==> src/hdl/wis_ram.sv <==
module wis_ram #(
    parameter int unsigned WIDTH = 8,
    parameter int unsigned DEPTH = 16,
    localparam int unsigned AW   = (DEPTH > 1) ? $clog2(DEPTH) : 1
) (
    input  logic             i_clk,
    input  logic             i_we,
    input  logic [AW-1:0]    i_waddr,
    input  logic [WIDTH-1:0] i_wdata,
    input  logic [AW-1:0]    i_raddr,
    output logic [WIDTH-1:0] o_rdata
);

    logic [WIDTH-1:0] r_mem [DEPTH];
    logic [WIDTH-1:0] r_rdata;

    always_ff @(posedge i_clk) begin
        if (i_we) begin
            r_mem[i_waddr] <= i_wdata;
        end
        r_rdata <= r_mem[i_raddr];
    end

    assign o_rdata = r_rdata;

endmodule
==> config.mk <==
export PLATFORM = sky130hd
export DESIGN_NAME = wis_ram
export DESIGN_NICKNAME = d
export VERILOG_FILES = /design/src/hdl/wis_ram.sv
export SDC_FILE = /design/constraint.sdc
export NUM_CORES = 1
export LEC_CHECK = 0
export BUFFER_PORTS_ARGS = -buffer_cell sky130_fd_sc_hd__buf_2
export CAP_MARGIN = 0
export CORE_ASPECT_RATIO = 0.6
export CORE_UTILIZATION = 60
export CTS_CLUSTER_SIZE = 24
export DETAILED_ROUTE_END_ITERATION = 6
export GPL_TIMING_DRIVEN = 1
export PLACE_DENSITY = 0.88
export REMOVE_ABC_BUFFERS = 1
export SYNTH_ARGS = -nofsm -noshare
export SYNTH_HDL_FRONTEND = slang
export SYNTH_SLANG_ARGS = --single-unit
==> constraint.sdc <==
create_clock -name i_clk -period 2.68 [get_ports i_clk]
set_input_delay 0.67 -clock i_clk [delete_from_list [all_inputs] [get_ports i_clk]]
set_output_delay 0.67 -clock i_clk [all_outputs]
set_load 0.05 [all_outputs]
==> results summary, run 1 <==
The setup slack after placement is roughly 0.57 ns. The I/O pin total came out at 26. The core area came out at between 8000 and 9000 um^2. The number of antenna violations at the first check in global routing came out at 0. The parity-gate share of the synthesized area counting xor and xnor cells came out at 0. In this run the worst path has a maximum fanout of 1. After filler insertion, the fill cell instance count of the layout stands at approximately 440. The deepest level of the CTS H-tree is 4. The path class of the tightest hold or removal check is in -> reg. The number of enable-type register cells in the synthesized netlist is 128. In the final timing run, aggregate negative setup slack is 0 ns. The global-route wire length before repair is 14700 um. The flip-flop cell with the highest count after synthesis is sky130_fd_sc_hd__edfxtp_1.

The count of maximum capacitance violations came out at 0. The kind of start point of the critical path is a register. Detailed placement ended at an HPWL of roughly 6000 um.

The synthesized-area fraction occupied by ao, oa, aoi and oai cells is 0.0233. The number of global-route vias before repair was 2558. The simple-gate portion of the synthesized area is 0.0318.

Hold timing on the final database bottoms out at a slack of 0.653 ns. The final setup slack of the worst path is 0.912 ns. Entering global routing, the biggest net connects 33 pins. The family with the most delay on the worst path is flip-flops. The number of buffers and inverters on the critical path is 1.

In this run, synthesis produced a sequential element count of 136. The clock insertion delay at the later pin of the skew report is 0.41 ns. The count of warnings emitted by yosys is 0. STA classifies the critical path endpoint as a primary output.

The combinational family with the most area after synthesis is multiplexers. Leaving out fill and tap cells, the most frequent cell in the layout is sky130_fd_sc_hd__edfxtp_1. The total number of cells along the worst setup path came out at 1.

The number of resized instances in the post-cts repair step is 0. The final layout contains routed wiring with a total length of 10100 um. In the final routed layout, each cell accounts on average for 25.2 um.

The routed via count came out at 2584. The worst register-to-register path ends at o_rdata[5]. Clock-pin slew was measured on the worst setup and hold paths at 0.06 ns. The number of search-and-repair iterations in the first detailed-routing pass is 5. Timing would allow up to around 0.57 GHz.

The root buffer cell chosen for the clock tree is sky130_fd_sc_hd__clkbuf_16. The worst-case register-to-register setup slack is 1.32 ns. In this run the critical register-to-register path is launched from r_mem[2][5]. The data arrival time at the worst-slack endpoint is 1.10 ns. The global placer's final weighted congestion is ~0.76. The post-detailed-route count of antenna-violating nets is 0. The total count of max-transition violations in the final report came out at 0.

The critical path ends at o_rdata[6]. The critical path's largest stage delay is just under 0.4 ns. The synthesized area is 5150 um^2. The signal on the critical path passes through buf_2. The synthesized area divided by synthesized cell count came out at 22.5 um^2.

After clock tree synthesis, the flow added hold-fix buffers numbering 0. The area of the die is around 9000 um^2. The setup clock skew after layout is ~0.0060 ns.

The top-area cell type share of the netlist area came out at 0.747. Buffers inserted during clock tree synthesis total 17. The data required time of the critical path is 2.01 ns. The relative max-transition margin is 0.497. The source of the critical timing path is o_rdata[6]. The flow ran to the end, and the final reports show no timing, DRC or antenna violations. The worst path in the final design needs a cycle of ~1.8 ns, including I/O delays and setup. The worst setup path is of the reg -> out kind. The detailed-route vias per instance is 6.44. The number of failing hold endpoints at the final stage is 0.

The share of the Yosys chip area taken by registers is 0.778. The number of different library cells in the post-synthesis netlist is 19. The number of remaining DRC errors came out at 0. For this run, asynchronously set or reset flops after synthesis account for 0. The number of DRC markers in iteration 0 came out at approximately 400.

The power per cell area is 799 nW/um^2. The x dimension of the die came out at 122 um. Setup repair after global routing left no endpoint under its margin. In the layout the commonest cells are sky130_fd_sc_hd__edfxtp_1 (128), sky130_fd_sc_hd__buf_2 (25), sky130_fd_sc_hd__mux4_2 (18). For the pin with the worst max-slew slack, the measured transition is about 0.75 ns. The number of cell instances on the worst register-to-register path is 3. From synthesis to final layout, the design area changed by 17.3%. The number of clock sinks is 136. The adder and majority gate portion of the synthesized area is 0. In this run the core area contains 25 standard-cell rows. TritonCTS built the clock tree. The standby leakage power is 2.07 nW.

The vertical die dimension came out at 73.7 um. The largest vdd supply drop is 0.000657 V. The initial core utilization is 0.635. The count of endpoints failing setup in the final report came out at 0. The synthesized design spends more area on one cell type than any other, namely sky130_fd_sc_hd__edfxtp_1. The number of setup buffers added after CTS came out at 0. The total overflow left after global routing is 0. The mux share of post-synthesis cell area is 0.150.

The count of buffers from port buffering is 25. The number of nets in the finished design came out at 299. The synthesized instance count came out at 229.

The number of diodes is 0. The number of buffers on the longest clock path came out at 2. The global-route usage over all layers is 0.253.

The share of final-layout standard cells stronger than drive strength 1 is 0.300. Of the available clock period, the critical path in the final layout requires 0.660. The master of the slowest instance on the critical path is sky130_fd_sc_hd__dfxtp_1. After synthesis, the cell types taking the most area are sky130_fd_sc_hd__edfxtp_1 (75%), sky130_fd_sc_hd__mux4_2 (7.9%), sky130_fd_sc_hd__mux4_1 (7.1%).
[Yosys cell counts, types with 2 or more instances]
library cell                        n
sky130_fd_sc_hd__nand3b_1           2
sky130_fd_sc_hd__clkdlybuf4s25_2    3
sky130_fd_sc_hd__edfxtp_1         128
sky130_fd_sc_hd__nand2b_1           2
sky130_fd_sc_hd__buf_2              3
sky130_fd_sc_hd__nor2_1            13
sky130_fd_sc_hd__a22oi_1           16
sky130_fd_sc_hd__nor3_1             4
sky130_fd_sc_hd__dfxtp_1            8
sky130_fd_sc_hd__nand2_1            9
sky130_fd_sc_hd__buf_6              3
sky130_fd_sc_hd__mux4_1            14
sky130_fd_sc_hd__mux4_2            18
[routing by layer]
layer / vias to the layer above / track usage / wire length, um
li1: 1079 / - / -
met1: 1334 / 0.352 / 4320
met2: 156 / 0.375 / 4670
met3: 15 / 0.0846 / 939
met4: 0 / 0.104 / 161
met5: - / 0 / 0
[stage by stage]
step,utilization,instances,instance area (um^2),power (mW)
6_report,0.745,401,6040,4.82
5_1_grt,0.745,401,6040,4.95
4_1_cts,0.745,401,6040,4.86
3_5_place_dp,0.677,370,5480,2.70
3_3_place_gp,0.677,370,5480,2.69
2_1_floorplan,-,219,5060,2.58
[worst min path at each step]
stage               cells after the start           to    startpoint  slack [ns]
finish                                  1  r_mem[9][7]    i_wdata[7]        0.65
global route                            1  r_mem[1][7]    i_wdata[7]        0.64
CTS                                     1  r_mem[1][7]    i_wdata[7]        0.63
detailed placement                      3   o_rdata[2]   r_mem[7][2]        0.67
global placement                        3   o_rdata[1]  r_mem[11][1]        0.65
floorplan                               3   o_rdata[0]   r_mem[7][0]        0.63
[cells by family after synthesis]
kind of cell	after synthesis
AO/OA/AOI/OAI	16
buffers and inverters	10
multiplexers	32
flip-flops	136
AND/OR/NAND/NOR	35
[flip-flops by register name, summed over array words and instances (netlist names)]
signal	flops
o_rdata	8
r_mem	128
[final cells by class]
type                    instances  area, um^2  area share
flip-flops and latches        136        4000       0.663
multi-input cells              83        1060       0.175
clock buffers                  20         447      0.0740
repair buffers                 43         285      0.0473
well taps                     108         135      0.0224
clock inverters                11         108      0.0178
[power breakdown]
part	internal (mW)	switching (mW)	leakage, nW
sequential	2.38	0.0168	1.22
combinational	0.0950	0.173	0.575
clock	1.37	0.789	0.272
total	3.84	0.979	2.07
No activity file was read; power rests on OpenSTA's default activity.
==> run 2, diff against run 1 <==
--- a/config.mk
+++ b/config.mk
@@ -5,14 +5,15 @@
 export SDC_FILE = /design/constraint.sdc
 export NUM_CORES = 1
 export LEC_CHECK = 0
+export ABC_AREA = 1
 export BUFFER_PORTS_ARGS = -buffer_cell sky130_fd_sc_hd__buf_2
 export CAP_MARGIN = 0
 export CORE_ASPECT_RATIO = 0.6
-export CORE_UTILIZATION = 60
+export CORE_UTILIZATION = 61
 export CTS_CLUSTER_SIZE = 24
 export DETAILED_ROUTE_END_ITERATION = 6
 export GPL_TIMING_DRIVEN = 1
-export PLACE_DENSITY = 0.88
+export PLACE_DENSITY = 0.89
 export REMOVE_ABC_BUFFERS = 1
 export SYNTH_ARGS = -nofsm -noshare
 export SYNTH_HDL_FRONTEND = slang
==> constraint.sdc (replaced) <==
create_clock -name i_clk -period 1.8 [get_ports i_clk]
set_input_delay 0.45 -clock i_clk [delete_from_list [all_inputs] [get_ports i_clk]]
set_output_delay 0.45 -clock i_clk [all_outputs]
set_load 0.05 [all_outputs]
==> run 2 against run 1 <==
Sequential power is 49% higher. Critical path type unchanged. Worst setup slack worse by 0.65 ns. Clock power grew 44%. Total power grew 49%. Critical endpoint is now o_rdata[0]. Critical path depth did not move. Worst hold slack got worse by 0.24 ns. Synthesized cell count up 140%. Global-route usage is 5.3 points higher. Non-clock buffer count is 5 higher. Clock skew is 0.0011 ns higher. Utilization fell by 2.3 points. Cell count rose by 84%.
==> results summary, run 2 <==
The flow ran to the end, and the final reports show no timing, DRC or antenna violations. For the worst setup path, the data arrival time is 1.09 ns. The number of buffers on the longest clock path came out at 2. After synthesis, the netlist uses 12 different library cells.

The register with the most flip-flops in the final layout is r_mem. The post-synthesis sequential element count came out at 136. The placement-stage cell area came out at just over 6000 um^2. Summed over all cells, the static leakage comes to 2.91 nW. The mapped netlist covers 5770 um^2. The most instantiated library cell after synthesis is sky130_fd_sc_hd__nand2_1. The row count came out at 27. The count of warnings emitted by yosys is 0.

The sequential element share of the synthesized area is 0.694. The detailed-route vias per instance is 5.51. The count of nets left with antenna violations once routing finished came out at 0. The initial core utilization is 0.628. The type of the worst setup path is reg -> out. In the layout the commonest cells are sky130_fd_sc_hd__nand2_1 (173), sky130_fd_sc_hd__edfxtp_1 (128), sky130_fd_sc_hd__inv_1 (100). CTS placed an instance of sky130_fd_sc_hd__clkbuf_16 at the clock tree root. The number of clock sinks is 136. The worst path in the final design needs a cycle of 1.54 ns, including I/O delays and setup.

The clock insertion delay at the later pin of the skew report is ~0.42 ns. The routing usage on met1 is 0.432. The routed design has 13700 um of wire. In this run the register-to-register setup slack is about 0.72 ns.

For this design, the slowest cell found on the critical path is sky130_fd_sc_hd__dfxtp_1. Counting instances in the post-synthesis netlist gives the leading cell types as sky130_fd_sc_hd__nand2_1 (173), sky130_fd_sc_hd__edfxtp_1 (128), sky130_fd_sc_hd__inv_1 (100). The routed wire length per instance is 18.6 um. Ranked by total cell area, the synthesized netlist is headed by sky130_fd_sc_hd__edfxtp_1 (67%), sky130_fd_sc_hd__nand2_1 (11%), sky130_fd_sc_hd__nand3_1 (8.4%).

The number of antenna violations at the first check in global routing came out at 0. For this design the ratio of total power to cell area is 1090 nW/um^2. Buffers placed on the I/O ports in this run total 25. In this design, the stage delay of the slowest critical-path cell is 0.38 ns. Walking the worst path, the cells encountered are buf_2. The routed via count is 4064. The register with the most flip-flops in the layout has 128 of them. The total power after layout is slightly above 7 mW.

The area of the die is 9860 um^2. The number of nets in the finished design is about 610. Of the post-synthesis cell area, the dominant cell type holds 0.667. The number of buffers created by CTS is 17. The data required time of the critical path came out at 1.35 ns. The largest net degree at the start of global routing came out at 65. The post-route setup TNS is 0 ns.

The total area inside the core boundary comes to 9190 um^2. The path type of the worst min-delay path is in -> reg. The met3 layer usage reported by global route is 0.120.

Leaving out fill and tap cells, the most frequent cell in the layout is sky130_fd_sc_hd__nand2_1. met2 is the most crowded layer. Yosys mapped a number of flops with a built-in enable equal to roughly 130. The proportion of synthesized flip-flops having asynchronous set or reset is 0.

After the first detailed-routing iteration, the DRC count stood at 621. The synthesized design spends more area on one cell type than any other, namely sky130_fd_sc_hd__edfxtp_1. The nature of the critical path endpoint is a primary output. The number of cells on the worst reg-to-reg path is 6. The largest fanout on the critical path came out at 1. The most critical setup path has its startpoint at o_rdata[0].

The buffer and inverter count on the worst path came out at 1. The relative max-transition margin is 0.665. The number of global-route vias before repair was 3835. The total count of max-transition violations in the final report was 0. 26 I/O pins were placed. The clock transition at the register clock pins on the worst setup and hold paths after CTS is 0.06 ns. The number of failing hold endpoints at the final stage is 0. In this run the horizontal extent of the chip is between 100 and 150 um. The global routing met2 resource utilization came out at 0.436. The vertical die dimension came out at about 77 um.

The family with the most delay on the worst path is flip-flops. Timing would allow up to ~0.65 GHz. The total number of cells along the worst setup path is 1. Setup repair after global routing left no endpoint under its margin. The transition time at the pin with the least slew margin came out at 0.502 ns. Across the VDD grid, the largest voltage drop is between 0.0009 and 0.001 V. The first global-routing pass estimated 21000 um of wire.

The number of hold-repair buffers added at the cts stage is 0. The number of search-and-repair iterations in the first detailed-routing pass is 6. The number of antenna diodes in the final layout is 0. The number of resized instances in the post-cts repair step is 0. The synthesized area divided by synthesized cell count is about 10 um^2. Summing all non-filler instances in the final layout gives an area of 6630 um^2. TritonCTS built the clock tree. The HPWL reported at the end of detailed placement is approximately 8500 um. The global-route usage over all layers is 0.306. The setup clock skew after layout is 0.00706 ns.

STA classifies the critical path startpoint as a register. The final cycle utilization of the critical path is 0.854. The number of remaining DRC errors came out at 0. The count of maximum capacitance violations is 0. The worst register-to-register path ends at o_rdata[6]. The start of the worst register-to-register path is r_mem[15][6]. The share of final-layout standard cells stronger than drive strength 1 came out at 0.124. The global route total overflow came out at 0. Synthesis produced 551 cells. The deepest level of the CTS H-tree came out at 4.

The count of endpoints failing setup in the final report came out at 0. The layout overhead on the synthesized area is 15.0%. The number of setup buffers added after CTS came out at 0. In the synthesized netlist the dominant register cell turns out to be sky130_fd_sc_hd__edfxtp_1. The global placer's final weighted congestion is 0.911. The critical path ends at o_rdata[0].
[run 2: worst min-delay path by stage]
stage | from | endpoint | slack, ns | depth (start not counted)
global placement | r_mem[2][4] | o_rdata[4] | 0.65 | 6
detailed placement | r_mem[6][2] | o_rdata[2] | 0.67 | 6
global route | i_raddr[3] | o_rdata[7] | 0.41 | 3
finish | i_raddr[3] | o_rdata[7] | 0.41 | 3
CTS | i_raddr[3] | o_rdata[7] | 0.38 | 3
floorplan | i_wdata[0] | r_mem[0][0] | 0.55 | 0
[run 2: power by group]
group / leakage (nW) / total (mW) / internal, mW / switching (mW)
registers: 1.22 / 3.57 / 3.54 / 0.0253
clock network: 0.265 / 3.12 / 1.94 / 1.19
logic: 1.42 / 0.521 / 0.135 / 0.386
total: 2.91 / 7.21 / 5.61 / 1.60
[run 2: layout make-up]
class	count	area [um^2]
timing repair buffer	48	335
sequential	136	4000
fill	628	2550
multi-input combinational	289	1210
clock inverter	3	15.0
clock buffer	29	520
inverter	102	383
tap	130	163
[run 2: routing by layer]
| metal | vias to the layer above | part of all wire |
|---|---|---|
| met1 | 1897 | 0.40 |
| met4 | 0 | 0.021 |
| met5 | - | 0 |
| met2 | 269 | 0.45 |
| met3 | 39 | 0.12 |
| li1 | 1859 | - |
[run 2: logic make-up after synthesis]
| kind of cell | after synthesis | share of synthesized area |
|---|---|---|
| and+or+nand+nor | 289 | 0.210 |
| DFF | 136 | 0.694 |
| buffers and inverters | 126 | 0.0952 |
[run 2: per-stage QoR]
stage          worst slack, ns  hold slack, ns   util  std cells
3_5_place_dp             0.199           0.665  0.664        705
5_1_grt                  0.243           0.414  0.722        737
4_1_cts                  0.274           0.379  0.722        737
6_report                 0.262           0.412  0.722        737
2_1_floorplan            0.370           0.549      -        527
3_3_place_gp             0.246           0.647  0.664        705
[run 2: worst reg2reg max path: cells and delay by family, from the launching register on]
kind / cells / cell delay, ns
buf+inv: 1 / 0.06
flops: 1 / 0.36
simple gates: 5 / 0.55
